[src/sv/cobs_rw_pkg.sv]
// ----------------------------------------------------------------------------
// COBS ring writer package
// Shared codes and default sizes for the COBS ring writer.
// ----------------------------------------------------------------------------
`default_nettype none

package cobs_rw_pkg;

  localparam int OP_W         = 2;
  localparam int BYTE_W       = 8;
  localparam int MAX_RING_DEF = 4096;
  localparam int RING_RESET   = 1024;
  localparam int RING_MIN     = 2;
  localparam int MAX_RUN      = 255;

  typedef enum logic [OP_W-1:0] {
    OP_OPEN  = 2'd0,
    OP_DATA  = 2'd1,
    OP_CLOSE = 2'd2
  } op_t;

  typedef enum logic {
    KIND_WRITE   = 1'b0,
    KIND_PUBLISH = 1'b1
  } kind_t;

endpackage

`default_nettype wire

[src/sv/cobs_ring_writer_core.sv]
// ----------------------------------------------------------------------------
// COBS ring writer core
// Encodes frames with COBS straight into a circular buffer, emitting byte
// writes as address/data pairs, back-patched code bytes and pointer publishes.
// ----------------------------------------------------------------------------
// An accepted item waits in the input register and moves on into the result
// register once that register is free. Throughput: one item per cycle while each
// item makes one result, the output is not stalled and no reduction runs; an
// item making two or three results holds the input until the results drain.
// Reset clears both positions, closes the frame and sets the ring to 1024 bytes.
// A ring size write re-reduces both positions with input blocked.
`default_nettype none

module cobs_ring_writer_core #(
  parameter int MAX_RING = cobs_rw_pkg::MAX_RING_DEF
) (
  input  wire logic                              clk,
  input  wire logic                              rst_n,
  input  wire logic                              cfg_we,
  input  wire logic [$clog2(MAX_RING):0]         cfg_wdata,
  input  wire logic                              in_valid,
  output logic                                   in_ready,
  input  wire logic [cobs_rw_pkg::OP_W-1:0]      in_operation,
  input  wire logic [cobs_rw_pkg::BYTE_W-1:0]    in_data_byte,
  output logic                                   out_valid,
  input  wire logic                              out_ready,
  output logic                                   out_kind,
  output logic [$clog2(MAX_RING)-1:0]            out_wr_addr,
  output logic [cobs_rw_pkg::BYTE_W-1:0]         out_wr_data,
  output logic                                   out_last
);

  import cobs_rw_pkg::*;

  localparam int PosW  = $clog2(MAX_RING);
  localparam int SizeW = PosW + 1;
  localparam int CntW  = $clog2(PosW + 1);
  localparam logic [SizeW-1:0] SizeMax   = SizeW'(MAX_RING);
  localparam logic [SizeW-1:0] SizeMin   = SizeW'(RING_MIN);
  localparam logic [SizeW-1:0] SizeReset =
    (RING_RESET > MAX_RING) ? SizeW'(MAX_RING) : SizeW'(RING_RESET);
  localparam logic [SizeW-1:0] RunMax    = SizeW'(MAX_RUN);

  typedef struct packed {
    logic              kind;
    logic [PosW-1:0]   addr;
    logic [BYTE_W-1:0] data;
    logic              last;
  } res_t;

  function automatic logic [PosW-1:0] advance(input logic [PosW-1:0] p,
                                              input logic [SizeW-1:0] s);
    logic [SizeW-1:0] n;
    n = {1'b0, p} + SizeW'(1);
    return (n >= s) ? '0 : n[PosW-1:0];
  endfunction

  function automatic logic [SizeW-1:0] distance(input logic [PosW-1:0] w,
                                                input logic [PosW-1:0] m,
                                                input logic [SizeW-1:0] s);
    logic [SizeW-1:0] d;
    if (w >= m) begin
      d = {1'b0, w} - {1'b0, m};
    end else begin
      d = {1'b0, w} + s - {1'b0, m};
    end
    return d;
  endfunction

  // Architectural state.
  logic [SizeW-1:0] size_r;
  logic [PosW-1:0]  wpos_r, wpos_nxt;
  logic [PosW-1:0]  mark_r, mark_nxt;
  logic             open_r, open_nxt;

  // Input register.
  logic              s1_valid_r;
  logic [OP_W-1:0]   s1_op_r;
  logic [BYTE_W-1:0] s1_byte_r;

  // Result register.
  res_t       res_r [3];
  res_t       res_nxt [3];
  res_t       res_new [3];
  logic [1:0] cnt_r, cnt_nxt, cnt_new;

  // Position reduction after a ring size write.
  logic             busy_r, pend_r;
  logic [CntW-1:0]  red_cnt_r;
  logic [SizeW-1:0] div_r;
  logic [PosW-1:0]  src_w_r, src_m_r;
  logic [SizeW-1:0] rem_w_r, rem_m_r;
  logic [SizeW-1:0] rem_w_sh, rem_m_sh, rem_w_nxt, rem_m_nxt;
  logic             red_done;
  logic [SizeW-1:0] cfg_size;

  logic in_xfer, out_xfer, s2_free, s1_fire;
  logic [PosW-1:0]  w1, w2;
  logic [SizeW-1:0] d0, d1;

  assign cfg_size = (cfg_wdata < SizeMin) ? SizeMin :
                    (cfg_wdata > SizeMax) ? SizeMax : cfg_wdata;

  assign out_valid   = (cnt_r != 2'd0);
  assign out_kind    = res_r[0].kind;
  assign out_wr_addr = res_r[0].addr;
  assign out_wr_data = res_r[0].data;
  assign out_last    = res_r[0].last;

  assign out_xfer = out_valid && out_ready;
  assign s2_free  = (cnt_r == 2'd0) || ((cnt_r == 2'd1) && out_ready);
  assign s1_fire  = s1_valid_r && s2_free;
  assign in_ready = !busy_r && (!s1_valid_r || s1_fire);
  assign in_xfer  = in_valid && in_ready;

  assign w1 = advance(wpos_r, size_r);
  assign w2 = advance(w1, size_r);
  assign d0 = distance(wpos_r, mark_r, size_r);
  assign d1 = distance(w1, mark_r, size_r);

  always_comb begin
    wpos_nxt = wpos_r;
    mark_nxt = mark_r;
    open_nxt = open_r;
    cnt_new  = 2'd0;
    for (int i = 0; i < 3; i++) begin
      res_new[i] = '{kind: KIND_WRITE, addr: '0, data: '0, last: 1'b0};
    end
    unique case (op_t'(s1_op_r))
      OP_OPEN: begin
        if (!open_r) begin
          res_new[0] = '{kind: KIND_WRITE, addr: wpos_r, data: '0, last: 1'b1};
          cnt_new  = 2'd1;
          mark_nxt = wpos_r;
          wpos_nxt = w1;
          open_nxt = 1'b1;
        end
      end
      OP_DATA: begin
        if (open_r) begin
          if (s1_byte_r == '0) begin
            res_new[0] = '{kind: KIND_WRITE, addr: mark_r, data: d0[BYTE_W-1:0],
                           last: 1'b0};
            res_new[1] = '{kind: KIND_WRITE, addr: wpos_r, data: '0, last: 1'b1};
            cnt_new  = 2'd2;
            mark_nxt = wpos_r;
            wpos_nxt = w1;
          end else if (d1 == RunMax) begin
            res_new[0] = '{kind: KIND_WRITE, addr: wpos_r, data: s1_byte_r,
                           last: 1'b0};
            res_new[1] = '{kind: KIND_WRITE, addr: mark_r, data: d1[BYTE_W-1:0],
                           last: 1'b0};
            res_new[2] = '{kind: KIND_WRITE, addr: w1, data: '0, last: 1'b1};
            cnt_new  = 2'd3;
            mark_nxt = w1;
            wpos_nxt = w2;
          end else begin
            res_new[0] = '{kind: KIND_WRITE, addr: wpos_r, data: s1_byte_r,
                           last: 1'b1};
            cnt_new  = 2'd1;
            wpos_nxt = w1;
          end
        end
      end
      OP_CLOSE: begin
        if (open_r) begin
          res_new[0] = '{kind: KIND_WRITE, addr: mark_r, data: d0[BYTE_W-1:0],
                         last: 1'b0};
          res_new[1] = '{kind: KIND_WRITE, addr: wpos_r, data: '0, last: 1'b0};
          res_new[2] = '{kind: KIND_PUBLISH, addr: w1, data: '0, last: 1'b1};
          cnt_new  = 2'd3;
          mark_nxt = wpos_r;
          wpos_nxt = w1;
          open_nxt = 1'b0;
        end
      end
      default: begin
      end
    endcase
  end

  always_comb begin
    cnt_nxt = cnt_r;
    for (int i = 0; i < 3; i++) begin
      res_nxt[i] = res_r[i];
    end
    if (s1_fire) begin
      cnt_nxt = cnt_new;
      for (int i = 0; i < 3; i++) begin
        res_nxt[i] = res_new[i];
      end
    end else if (out_xfer) begin
      cnt_nxt    = cnt_r - 2'd1;
      res_nxt[0] = res_r[1];
      res_nxt[1] = res_r[2];
    end
  end

  assign rem_w_sh  = {rem_w_r[SizeW-2:0], src_w_r[PosW-1]};
  assign rem_m_sh  = {rem_m_r[SizeW-2:0], src_m_r[PosW-1]};
  assign rem_w_nxt = (rem_w_sh >= div_r) ? rem_w_sh - div_r : rem_w_sh;
  assign rem_m_nxt = (rem_m_sh >= div_r) ? rem_m_sh - div_r : rem_m_sh;
  assign red_done  = busy_r && (red_cnt_r == CntW'(1));

  always_ff @(posedge clk) begin
    if (!rst_n) begin
      size_r     <= SizeReset;
      wpos_r     <= '0;
      mark_r     <= '0;
      open_r     <= 1'b0;
      s1_valid_r <= 1'b0;
      cnt_r      <= 2'd0;
      busy_r     <= 1'b0;
      pend_r     <= 1'b0;
      red_cnt_r  <= '0;
    end else begin
      cnt_r <= cnt_nxt;
      if (in_xfer) begin
        s1_valid_r <= 1'b1;
      end else if (s1_fire) begin
        s1_valid_r <= 1'b0;
      end
      if (red_done) begin
        wpos_r <= rem_w_nxt[PosW-1:0];
        mark_r <= rem_m_nxt[PosW-1:0];
      end else if (s1_fire) begin
        wpos_r <= wpos_nxt;
        mark_r <= mark_nxt;
      end
      if (s1_fire) begin
        open_r <= open_nxt;
      end
      if (cfg_we) begin
        size_r <= cfg_size;
      end
      if (busy_r) begin
        if (red_done) begin
          if (pend_r || cfg_we) begin
            red_cnt_r <= CntW'(PosW);
            pend_r    <= 1'b0;
          end else begin
            red_cnt_r <= red_cnt_r - CntW'(1);
            busy_r    <= 1'b0;
          end
        end else begin
          red_cnt_r <= red_cnt_r - CntW'(1);
          if (cfg_we) begin
            pend_r <= 1'b1;
          end
        end
      end else if (cfg_we) begin
        busy_r    <= 1'b1;
        red_cnt_r <= CntW'(PosW);
      end
    end
  end

  always_ff @(posedge clk) begin
    if (in_xfer) begin
      s1_op_r   <= in_operation;
      s1_byte_r <= in_data_byte;
    end
    for (int i = 0; i < 3; i++) begin
      res_r[i] <= res_nxt[i];
    end
    if (busy_r && !red_done) begin
      src_w_r <= {src_w_r[PosW-2:0], 1'b0};
      src_m_r <= {src_m_r[PosW-2:0], 1'b0};
      rem_w_r <= rem_w_nxt;
      rem_m_r <= rem_m_nxt;
    end else if (red_done || cfg_we) begin
      src_w_r <= red_done ? rem_w_nxt[PosW-1:0] : wpos_r;
      src_m_r <= red_done ? rem_m_nxt[PosW-1:0] : mark_r;
      rem_w_r <= '0;
      rem_m_r <= '0;
      div_r   <= (red_done && !cfg_we) ? size_r : cfg_size;
    end
  end

  a_busy_blocks_input : assert property (@(posedge clk) disable iff (!rst_n)
    busy_r |-> !in_ready)
    else $error("input taken during position reduction");

  a_wpos_in_ring : assert property (@(posedge clk) disable iff (!rst_n)
    !busy_r |-> ({1'b0, wpos_r} < size_r))
    else $error("write position outside ring");

  a_mark_in_ring : assert property (@(posedge clk) disable iff (!rst_n)
    !busy_r |-> ({1'b0, mark_r} < size_r))
    else $error("marker position outside ring");

  a_publish_last : assert property (@(posedge clk) disable iff (!rst_n)
    (out_valid && out_kind == KIND_PUBLISH) |-> (out_last && out_wr_data == '0))
    else $error("publish transfer not final or carries data");

endmodule

`default_nettype wire
[config.mk]
export PLATFORM = sky130hd
export DESIGN_NAME = cobs_ring_writer_core
export DESIGN_NICKNAME = d
export VERILOG_FILES = /design/src/sv/cobs_rw_pkg.sv /design/src/sv/cobs_ring_writer_core.sv
export SDC_FILE = /design/constraint.sdc
export NUM_CORES = 1
export LEC_CHECK = 0
export ABC_AREA = 1
export ABC_CLOCK_PERIOD_IN_PS = 5000
export BUFFER_PORTS_ARGS = -buffer_cell sky130_fd_sc_hd__buf_2
export CAP_MARGIN = 20
export CORE_MARGIN = 2
export CORE_UTILIZATION = 24
export DETAILED_ROUTE_END_ITERATION = 10
export PLACE_DENSITY = 0.44
export SYNTH_ARGS = -nofsm -noshare
export SYNTH_HDL_FRONTEND = slang
export SYNTH_SLANG_ARGS = --single-unit
export TNS_END_PERCENT = 100
[constraint.sdc]
create_clock -name clk -period 5 [get_ports clk]
set_clock_uncertainty 0.2 [all_clocks]
set_input_delay 0.5 -clock clk [delete_from_list [all_inputs] [get_ports clk]]
set_output_delay 0.5 -clock clk [all_outputs]
set_load 0.005 [all_outputs]
## Word-level counts from Yosys, hierarchy flattened

Memory sizes are Yosys's and may differ from the RTL's.
Cells that the tools add are included.

| cells by class | value |
|---|---|
| add/sub/neg operators | 12 |
| $lt $le $gt $ge | 8 |
| equality and inequality tests | 10 |
| muxes and demuxes | 68 |
| bitwise operators | 1 |
| reductions and logical operators | 33 |

Operators by type and width:

| cell | number |
|---|---|
| $mux W12 | 27 |
| $mux W44 | 2 |
| $pmux W44 S2 | 1 |
| $mux W43 | 2 |
| $pmux W12 S3 | 2 |
| $mux W66 | 1 |
| $pmux W22 S3 | 1 |
| $mux W65 | 1 |
| $ge A13 B13 Y1 | 4 |
| $mux W13 | 4 |
| $mux W22 | 2 |
| $add A12 B1 Y13 const B | 2 |
| $ge A12 B12 Y1 | 2 |
| $sub A12 B12 Y12 | 2 |
| $mux W21 | 1 |
| $mux W4 | 4 |
| $reduce_bool A2 Y1 | 8 |
| $sub A8 B8 Y8 | 2 |
| $add A12 B13 Y13 | 1 |
| $eq A13 B8 Y1 const B | 1 |
| $gt A13 B13 Y1 const B | 1 |
| $lt A13 B2 Y1 const B | 1 |
| $sub A12 B12 Y13 | 1 |
| $sub A13 B12 Y13 | 1 |
| 25 further kinds | 58 |

| word-level totals | value |
|---|---|
| register bits after elaboration | 118 |
| bits in writable memories | 66 |
| output and inout port bits | 24 |
| memories | 1 |

Memories:

| memory | depth | bits a word | rd ports | clocked after Yosys merged registers in | write ports | RTL line | text |
|---|---|---|---|---|---|---|---|
| res_r | 3 | 22 | 3 | 0 | 3 | cobs_ring_writer_core.sv:82 | `res_t res_r [3];` |

## Logic depth before layout (Yosys ltp)

Gate-level depths: netlist of run 1.

| depth | value |
|---|---|
| word-level depth | 13 |
| mapped depth | 41 |

## Least setup slack after synthesis of run 1

No wires, ideal clock.

| timing | value |
|---|---|
| path kind | flip-flop to flip-flop |
| start point | reg wpos_r[3] |
| end point | mem res_r[0][57] (netlist bit) (data pin) |
| setup time | 0.258 ns |
| data arrival time | 4.628 ns |
| required time | 4.542 ns |
| path slack | -0.086 ns |
| stages on the path, launching flop included | 32 |
| clock period less this slack | 5.086 ns |
| cells stage by stage | dfxtp_1 clkbuf_2 inv_1 nor3_1 nand2_1 xor2_1 ha_1 nand2_1 nand2_1 a21oi_1 a21oi_1 inv_1 nand2_1 nor2_1 inv_1 fa_1 fa_1 inv_1 nand3_1 nand2_1 nand3_1 nand3_1 nand2_1 nand2_1 nor2_1 nand3_1 nand2_2 nand3_2 nor2_1 o21ai_2 buf_6 nor2_2 |

RTL lines:

| item | RTL line | text |
|---|---|---|
| from (decl) | cobs_ring_writer_core.sv:72 | `logic [PosW-1:0] wpos_r, wpos_nxt;` |
| from (signal assigned) | cobs_ring_writer_core.sv:224 | `wpos_r <= rem_w_nxt[PosW-1:0];` |
| from (signal assigned) | cobs_ring_writer_core.sv:227 | `wpos_r <= wpos_nxt;` |
| to (decl) | cobs_ring_writer_core.sv:82 |  |

## Final worst setup path of run 1

| timing | value |
|---|---|
| start point | reg wpos_r[3] |
| end point | reg mark_r[0] |

| between the ends | value |
|---|---|
| cells in the longest elaborated chain, start to end | 9 |
| elaborated cells between the ends (all ways) | 17 |
| those cells by class | add/sub (4); order compare (2); eq/ne (2); mux (8); reduce/logical (1) |

Ends and longest elaborated chain:

| item | RTL line | text |
|---|---|---|
| $add A12 B1 Y13 * | cobs_ring_writer_core.sv:54 | `n = {1'b0, p} + SizeW'(1);` |
| $ge A13 B13 Y1 | cobs_ring_writer_core.sv:55 | `return (n >= s) ? '0 : n[PosW-1:0];` |
| $mux W12 * | cobs_ring_writer_core.sv:55 |  |
| $add A12 B13 Y13 / $mux W12 (equally long branches) | cobs_ring_writer_core.sv:65, cobs_ring_writer_core.sv:148 |  |
| $sub A13 B12 Y13 / $mux W12 (equally long branches) | cobs_ring_writer_core.sv:65, cobs_ring_writer_core.sv:141 |  |
| $mux W13 / $mux W12 (equally long branches) | cobs_ring_writer_core.sv:62, cobs_ring_writer_core.sv:140 |  |
| $eq A13 B8 Y1 / $pmux W12 S3 (equally long branches) | cobs_ring_writer_core.sv:148, cobs_ring_writer_core.sv:129 |  |
| $ne A4 B4 Y1 (no source line) / $mux W12 (equally long branches) | - |  |
| $reduce_and A6 Y1 (no source line) / $mux W12 (equally long branches) | - |  |
| to (signal assigned) | cobs_ring_writer_core.sv:225 | `mark_r <= rem_m_nxt[PosW-1:0];` |
| to (signal assigned) | cobs_ring_writer_core.sv:228 | `mark_r <= mark_nxt;` |
| to (decl) | cobs_ring_writer_core.sv:73 | `logic [PosW-1:0] mark_r, mark_nxt;` |

Every way passes the cells marked *; elsewhere a longest branch is shown, timed or not. The select of a mux whose other input is x is not followed.
A chain may end at the register's enable or synchronous reset.

==> results by group, run 1 <==
Global routing
  • Initial antenna violation count: 0
  • Vias in the first global route: 13200
  • Pin count of the biggest net entering global routing: 69
  • First-pass GRT wire length: 79.9 mm
  • Aggregate global routing overflow: 0
  • All-Layer GR Usage: 17.5%

Clocking
  • Register clock-pin slew on the reported worst setup and hold paths: 0.08 ns
  • H-tree Lvls: 4
  • TritonCTS buffer count: 17
  • Root Buffer: clkbuf_16
  • Clock sinks: 176
  • Latest clock arrival within the worst-skew pair: 0.46 ns
  • Longest Clk Path Bufs: 2
  • CTS tree: done

Timing
  • Final Hold Fails: 0
  • RSZ-0062 raised after global routing: true
  • Peak Freq: 194 MHz
  • Setup violators final: 59
  • Total negative slack: -6.53 ns
  • Tightest Pin Transition: 1.14 ns
  • Relative slew slack: 23.9%
  • Fin crit share: 103%
  • Post-route setup slack: -0.167 ns
  • Pins Over Slew Limit: 0
  • Minimum clock period: 5.17 ns

Run
  • Max-cap violations: 0

Yosys
  • Synth Cell Area: 14200 µm²
  • Post-synth EDFFs: 125
  • Top_reg_cell synth: edfxtp_1
  • Share of flip-flops with an asynchronous set or reset after synthesis: 0%
  • Avg Cell Area, Syn: 7.54 µm²
  • Top cells by area in the synthesized netlist: edfxtp_1 (27%), nand2_1 (11%), ha_1 (9.4%)
  • Top cell type's share of synthesized area: 26.5%
  • Yosys warning total: 0
  • Post-Syn Instances: 1878
  • Seq/Total Area, Yosys: 33.7%
  • Yosys reg bits: 176
  • Yosys cell types: 62
  • Post-synth top area cell: edfxtp_1
  • Post-Syn Nets: 2035

Route
  • 1st-pass router iterations: 5
  • Vias per inst: 4.71
  • WL per Instance: 18.5 µm
  • Antenna-violating nets left: 0
  • Initial DRC count: 940
  • Total wire length: 53.8 mm
  • Total number of vias: 13700
  • DRC Markers: 0

Placed design
  • Place WS: -0.955 ns
  • Gp weighted congestion: 0.951
  • Port Buffers: 51
  • Hpwl dp: 41.8 mm

Setup path
  • Setup CP Type: flip-flop to flip-flop
  • Setup crit end kind: flip-flop
  • Worst EP required: 5.09 ns
  • Data arrival, critical path: 5.26 ns
  • Critical Path Fanout Max: 7
  • Slowest-stage cell, CP: fa_2
  • Startpoint Class: flip-flop
  • CP max stage delay: 0.48 ns

Outcome
  • Outcome: finished with violations
  • Failing checks: setup timing

Pwr
  • Sw frac: 40.0%
  • Clk pwr share: 22.2%
  • Power share of the combinational group: 46.4%
  • Maximum VDD drop: 195 µV
  • Switching power of the nets: 2.46 mW
  • Leak Pwr: 8.48 nW
  • Seq pwr share: 31.4%
  • Pwr/cell area: 327 nW/µm²
  • Internal power: 3.69 mW

Cells and area
  • Area grow syn2layout: 32.6%
  • Fin nets: 2276
  • N_diodes: 0
  • Layout cells sized above 1: 28.0%

Floorplanning
  • Core area: 58700 µm²
  • Site Rows: 89
  • DIE AREA: 60900 µm²
  • Ports: 52
  • Die height: 247 µm
  • Initial core utilization: 24.1%
  • Die X: 247 µm

Worst hold path
  • Type of the most critical hold path: input port to flip-flop
[cell usage after synthesis (14+ instances only)]
| cell type | number |
|---|---|
| a21oi_1 | 102 |
| a221oi_1 | 17 |
| a31oi_1 | 14 |
| buf_4 | 20 |
| clkbuf_1 | 42 |
| dfxtp_1 | 51 |
| edfxtp_1 | 125 |
| fa_1 | 23 |
| ha_1 | 106 |
| inv_1 | 285 |
| nand2_1 | 398 |
| nand3_1 | 106 |
| nand4_1 | 23 |
| nor2_1 | 185 |
| nor2_2 | 18 |
| nor3_1 | 16 |
| nor3_2 | 16 |
| o21ai_0 | 112 |
| o21ai_1 | 15 |
| o22ai_1 | 17 |
| xnor2_1 | 15 |
| xor2_1 | 29 |
[path summary, 6_finish.rpt]
kind / startpoint / depth (start not counted) / slack [ns] / to
setup / recovery: wpos_r[3] / 36 / -0.17 / mark_r[0]
hold / removal: in_data_byte[1] / 1 / 0.02 / s1_byte_r[1]
setup reg to reg: wpos_r[3] / 36 / -0.17 / mark_r[0]
hold reg to reg: res_r[0][65] / 2 / 0.26 / res_r[0][43]
[flip-flops by register name (all words and copies together) (netlist names), 4 cells and up]
name and flops:
res_r 58, div_r 13, size_r 13, mark_r 12, rem_m_r 12, rem_w_r 12
src_m_r 12, src_w_r 12, wpos_r 12, s1_byte_r 8, red_cnt_r 4
[routing by layer]
layer	up-vias	wire, µm	part of all wire [%]	track usage [%]
met1	6543	24600	46	23.4
met3	59	2100	3.9	1.90
met2	347	26000	48	29.7
li1	6722	-	-	-
met5	-	0	0	0
met4	0	1160	2.2	4.64
[placed cells by master, fill, tap and decap left out, types with 12 or more instances in the layout]
cell         n
nor3_2      17
fa_1        21
a21oi_2     12
nand2_2     47
a32oi_1     13
a31oi_1     14
buf_6       15
ha_4        24
clkbuf_16   20
a21oi_1     92
nand2_1    354
nor2_4      16
o22ai_1     17
buf_2       51
dfxtp_1     41
nor2_1     152
nand3_1     78
nand3_2     19
inv_1      266
nand4_1     23
edfxtp_1   125
ha_1        82
xor2_1      22
inv_2       21
o21ai_0    109
or2_2       13
buf_4      216
a221oi_1    17
nor2_2      39
xnor2_1     15
[worst max-delay path: cells and delay by family, from the launching register on]
kind | cells | cell delay, ns
buffers and inverters | 7 | 0.63
adder cells (fa/ha/maj) | 3 | 1.17
flip-flops | 1 | 0.37
AND/OR/NAND/NOR | 26 | 2.61
[layout make-up]
class                           count  area, µm²
Clock buffer                       21        483
Clock inverter                     11       92.6
Fill cell                        6243      39900
Inverter                          294       1110
Multi-Input combinational cell   1330       8980
Sequential cell                   176       4800
Tap cell                          773        967
Timing Repair Buffer              300       2340
[repair_timing]
item	CTS	global route
gates cloned	2	3
hold endpoints to repair	6	0
hold buffers	6	0
pin swaps	39	71
buffers inserted	15	19
endpoints found under the setup margin	59	59
resized for setup	135	133
[power groups by stage]
stage	Clock, mW	Sequential [mW]	Combinational [mW]
floorplan	0	1.94	1.67
global placement	0	1.96	2.46
detailed placement	0	1.97	2.47
CTS	1.40	1.94	2.68
global route	1.45	1.95	3.18
finish	1.36	1.93	2.85
[per-stage QoR]
step	instances	utilization [%]	hold WS, ns	total power, mW	cell area [µm²]
2_1_floorplan	1878	-	0.223	3.61	14200
3_3_place_gp	2825	28.2	0.236	4.43	16500
3_5_place_dp	2825	28.2	0.241	4.44	16500
4_1_cts	2880	30.5	0.00326	6.01	17900
5_1_grt	2905	32.0	0.00340	6.58	18800
6_report	2905	32.0	0.0228	6.14	18800
[logic make-up after synthesis]
kind of cell	share of synthesized area [%]
buffers and inverters	10.9
adders and majority gates	12.6
DFF	33.7
and+or+nand+nor	25.6
AOI/OAI and AO/OA	14.5
xor gates and xnor gates	2.72
Power figures use the tool's default switching activity.
==> run 2: changes to the inputs <==
- RECOVER_POWER: unset -> 100
==> run 2 against run 1 <==
Effect of this change: the flow finishes with violations (capacitance limit, slew limit, setup timing); final cell count stayed put; core utilization down 0.14 points; fmax rose by 0.20%; sequential share of layout area rose by 0.11 points; via count hardly changed; clock power barely moved; count of clock-buffer cells in the layout is the same; power shrank 0.21%; flip-flop and latch count did not move; non-clock buffer count did not move; worst hold slack worse by 0.00083 ns; die area stayed put; critical endpoint unchanged; largest cell class unchanged; largest power group unchanged.
==> results by group, run 2 (synthesis results as in run 1) <==
Floorplanning
  • Core area: 58700 µm²
  • Die height: 247 µm
  • Die X: 247 µm
  • Initial core utilization: 24.1%
  • DIE AREA: 60900 µm²
  • Ports: 52
  • Site Rows: 89

Setup path
  • Worst EP required: 5.09 ns
  • Setup crit end kind: flip-flop
  • CP max stage delay: 0.48 ns
  • Critical Path Fanout Max: 7
  • Setup crit start: wpos_r[6]
  • Slowest-stage cell, CP: fa_2
  • Startpoint Class: flip-flop
  • R2R Setup Slk: -0.16 ns
  • Setup CP Type: flip-flop to flip-flop
  • Data arrival, critical path: 5.25 ns
  • Worst R2R Start: wpos_r[6]

Cells and area
  • Commonest non-fill, non-tap cell in the layout: nand2_1
  • Layout cells sized above 1: 26.4%
  • Reg with most FFs: res_r
  • Fillers: 6257
  • Area grow syn2layout: 32.0%
  • Fin nets: 2276
  • Largest register FFs: 58
  • Regs by FF count: res_r (58), div_r (13), size_r (13)
  • N_diodes: 0
  • Most frequent cells in the layout: nand2_1 (354), inv_1 (267), buf_4 (209), nor2_1 (153), edfxtp_1 (125)

Route
  • WL per Instance: 18.6 µm
  • Total number of vias: 13700
  • 1st-pass router iterations: 6
  • Vias per inst: 4.71
  • Total wire length: 53.9 mm
  • Antenna-violating nets left: 0
  • Initial DRC count: 996
  • DRC Markers: 0

Global routing
  • Initial antenna violation count: 0
  • Vias in the first global route: 13200
  • Pin count of the biggest net entering global routing: 69
  • Aggregate global routing overflow: 0
  • First-pass GRT wire length: 79.9 mm
  • All-Layer GR Usage: 17.5%

Clocking
  • H-tree Lvls: 4
  • Register clock-pin slew on the reported worst setup and hold paths: 0.08 ns
  • TritonCTS buffer count: 17
  • Longest Clk Path Bufs: 2
  • Clock sinks: 176
  • Root Buffer: clkbuf_16
  • Latest clock arrival within the worst-skew pair: 0.46 ns
  • CTS tree: done

Placed design
  • Gp weighted congestion: 0.951
  • Place WS: -0.955 ns
  • Hpwl dp: 41.8 mm
  • Port Buffers: 51

Run
  • Max-cap violations: 1

Timing
  • Post-route setup slack: -0.157 ns
  • Pins Over Slew Limit: 43
  • Total negative slack: -6.01 ns
  • Relative slew slack: -68.7%
  • RSZ-0062 raised after global routing: true
  • Peak Freq: 194 MHz
  • Fin crit share: 103%
  • Minimum clock period: 5.16 ns
  • Setup violators final: 59
  • Tightest Pin Transition: 2.53 ns
  • Final Hold Fails: 0

Pwr
  • Sw frac: 40.1%
  • Leak Pwr: 8.37 nW
  • Seq pwr share: 31.6%
  • Pwr/cell area: 328 nW/µm²
  • Maximum VDD drop: 195 µV
  • Power share of the combinational group: 46.1%
  • Internal power: 3.67 mW
  • Switching power of the nets: 2.46 mW
  • Clk pwr share: 22.3%

Outcome
  • Failing checks: capacitance limit, slew limit, setup timing
  • Outcome: finished with violations

Worst hold path
  • Type of the most critical hold path: input port to flip-flop
  • Hold Crit Start: in_data_byte[1]
run 2: final timing paths:
path                   to  cells past startpoint
max             mark_r[0]                     34
min          s1_byte_r[1]                      1
max reg2reg     mark_r[0]                     34
min reg2reg  res_r[0][43]                      2
run 2: layer usage:
layer / share of wire, % / global-route usage (%)
met1: 45 / 23.4
met2: 48 / 29.7
met3: 4.3 / 1.90
met4: 2.2 / 4.64
met5: 0 / 0
run 2: through the flow:
stage,area [µm²],hold slack (ns),utilization (%),cells,power [mW]
floorplan,14200,0.223,-,1878,3.61
global placement,16500,0.236,28.2,2825,4.43
detailed placement,16500,0.241,28.2,2825,4.44
CTS,17900,0.00326,30.5,2880,6.01
global route,18700,0.00340,31.8,2905,6.56
finish,18700,0.0220,31.8,2905,6.13
run 2: area by class of cell:
cell class	count	area, µm²	share of cell area [%]
clock inverter	11	92.6	0.495
inverter	294	1110	5.92
tap	773	967	5.17
sequential	176	4800	25.7
multi-input combinational	1330	8980	48.0
clock buffer	21	483	2.58
timing repair buffer	300	2260	12.1
run 2: critical path, delay by kind of cell, from the launching register on:
family	cells	cell delay, ns
flip-flops	1	0.38
adder cells (fa/ha/maj)	3	1.15
buffers and inverters	7	0.64
XOR/XNOR	1	0.21
AND/OR/NAND/NOR	22	2.26
AO/OA/AOI/OAI	1	0.13
run 2: power by group through the flow:
stage | logic, mW | registers, mW | clock network, mW
4_1_cts | 2.68 | 1.94 | 1.40
3_3_place_gp | 2.46 | 1.96 | 0
2_1_floorplan | 1.67 | 1.94 | 0
3_5_place_dp | 2.47 | 1.97 | 0
5_1_grt | 3.15 | 1.96 | 1.45
6_report | 2.83 | 1.94 | 1.36
run 2: what timing repair did:
| action | in CTS | in global routing |
|---|---|---|
| endpoints found under the hold margin | 6 | 0 |
| setup buffers | 15 | 19 |
| pin swaps | 39 | 71 |
| gates cloned | 2 | 3 |
| hold buffers | 6 | 0 |
| endpoints found under the setup margin | 59 | 59 |
| gates resized for setup | 135 | 133 |
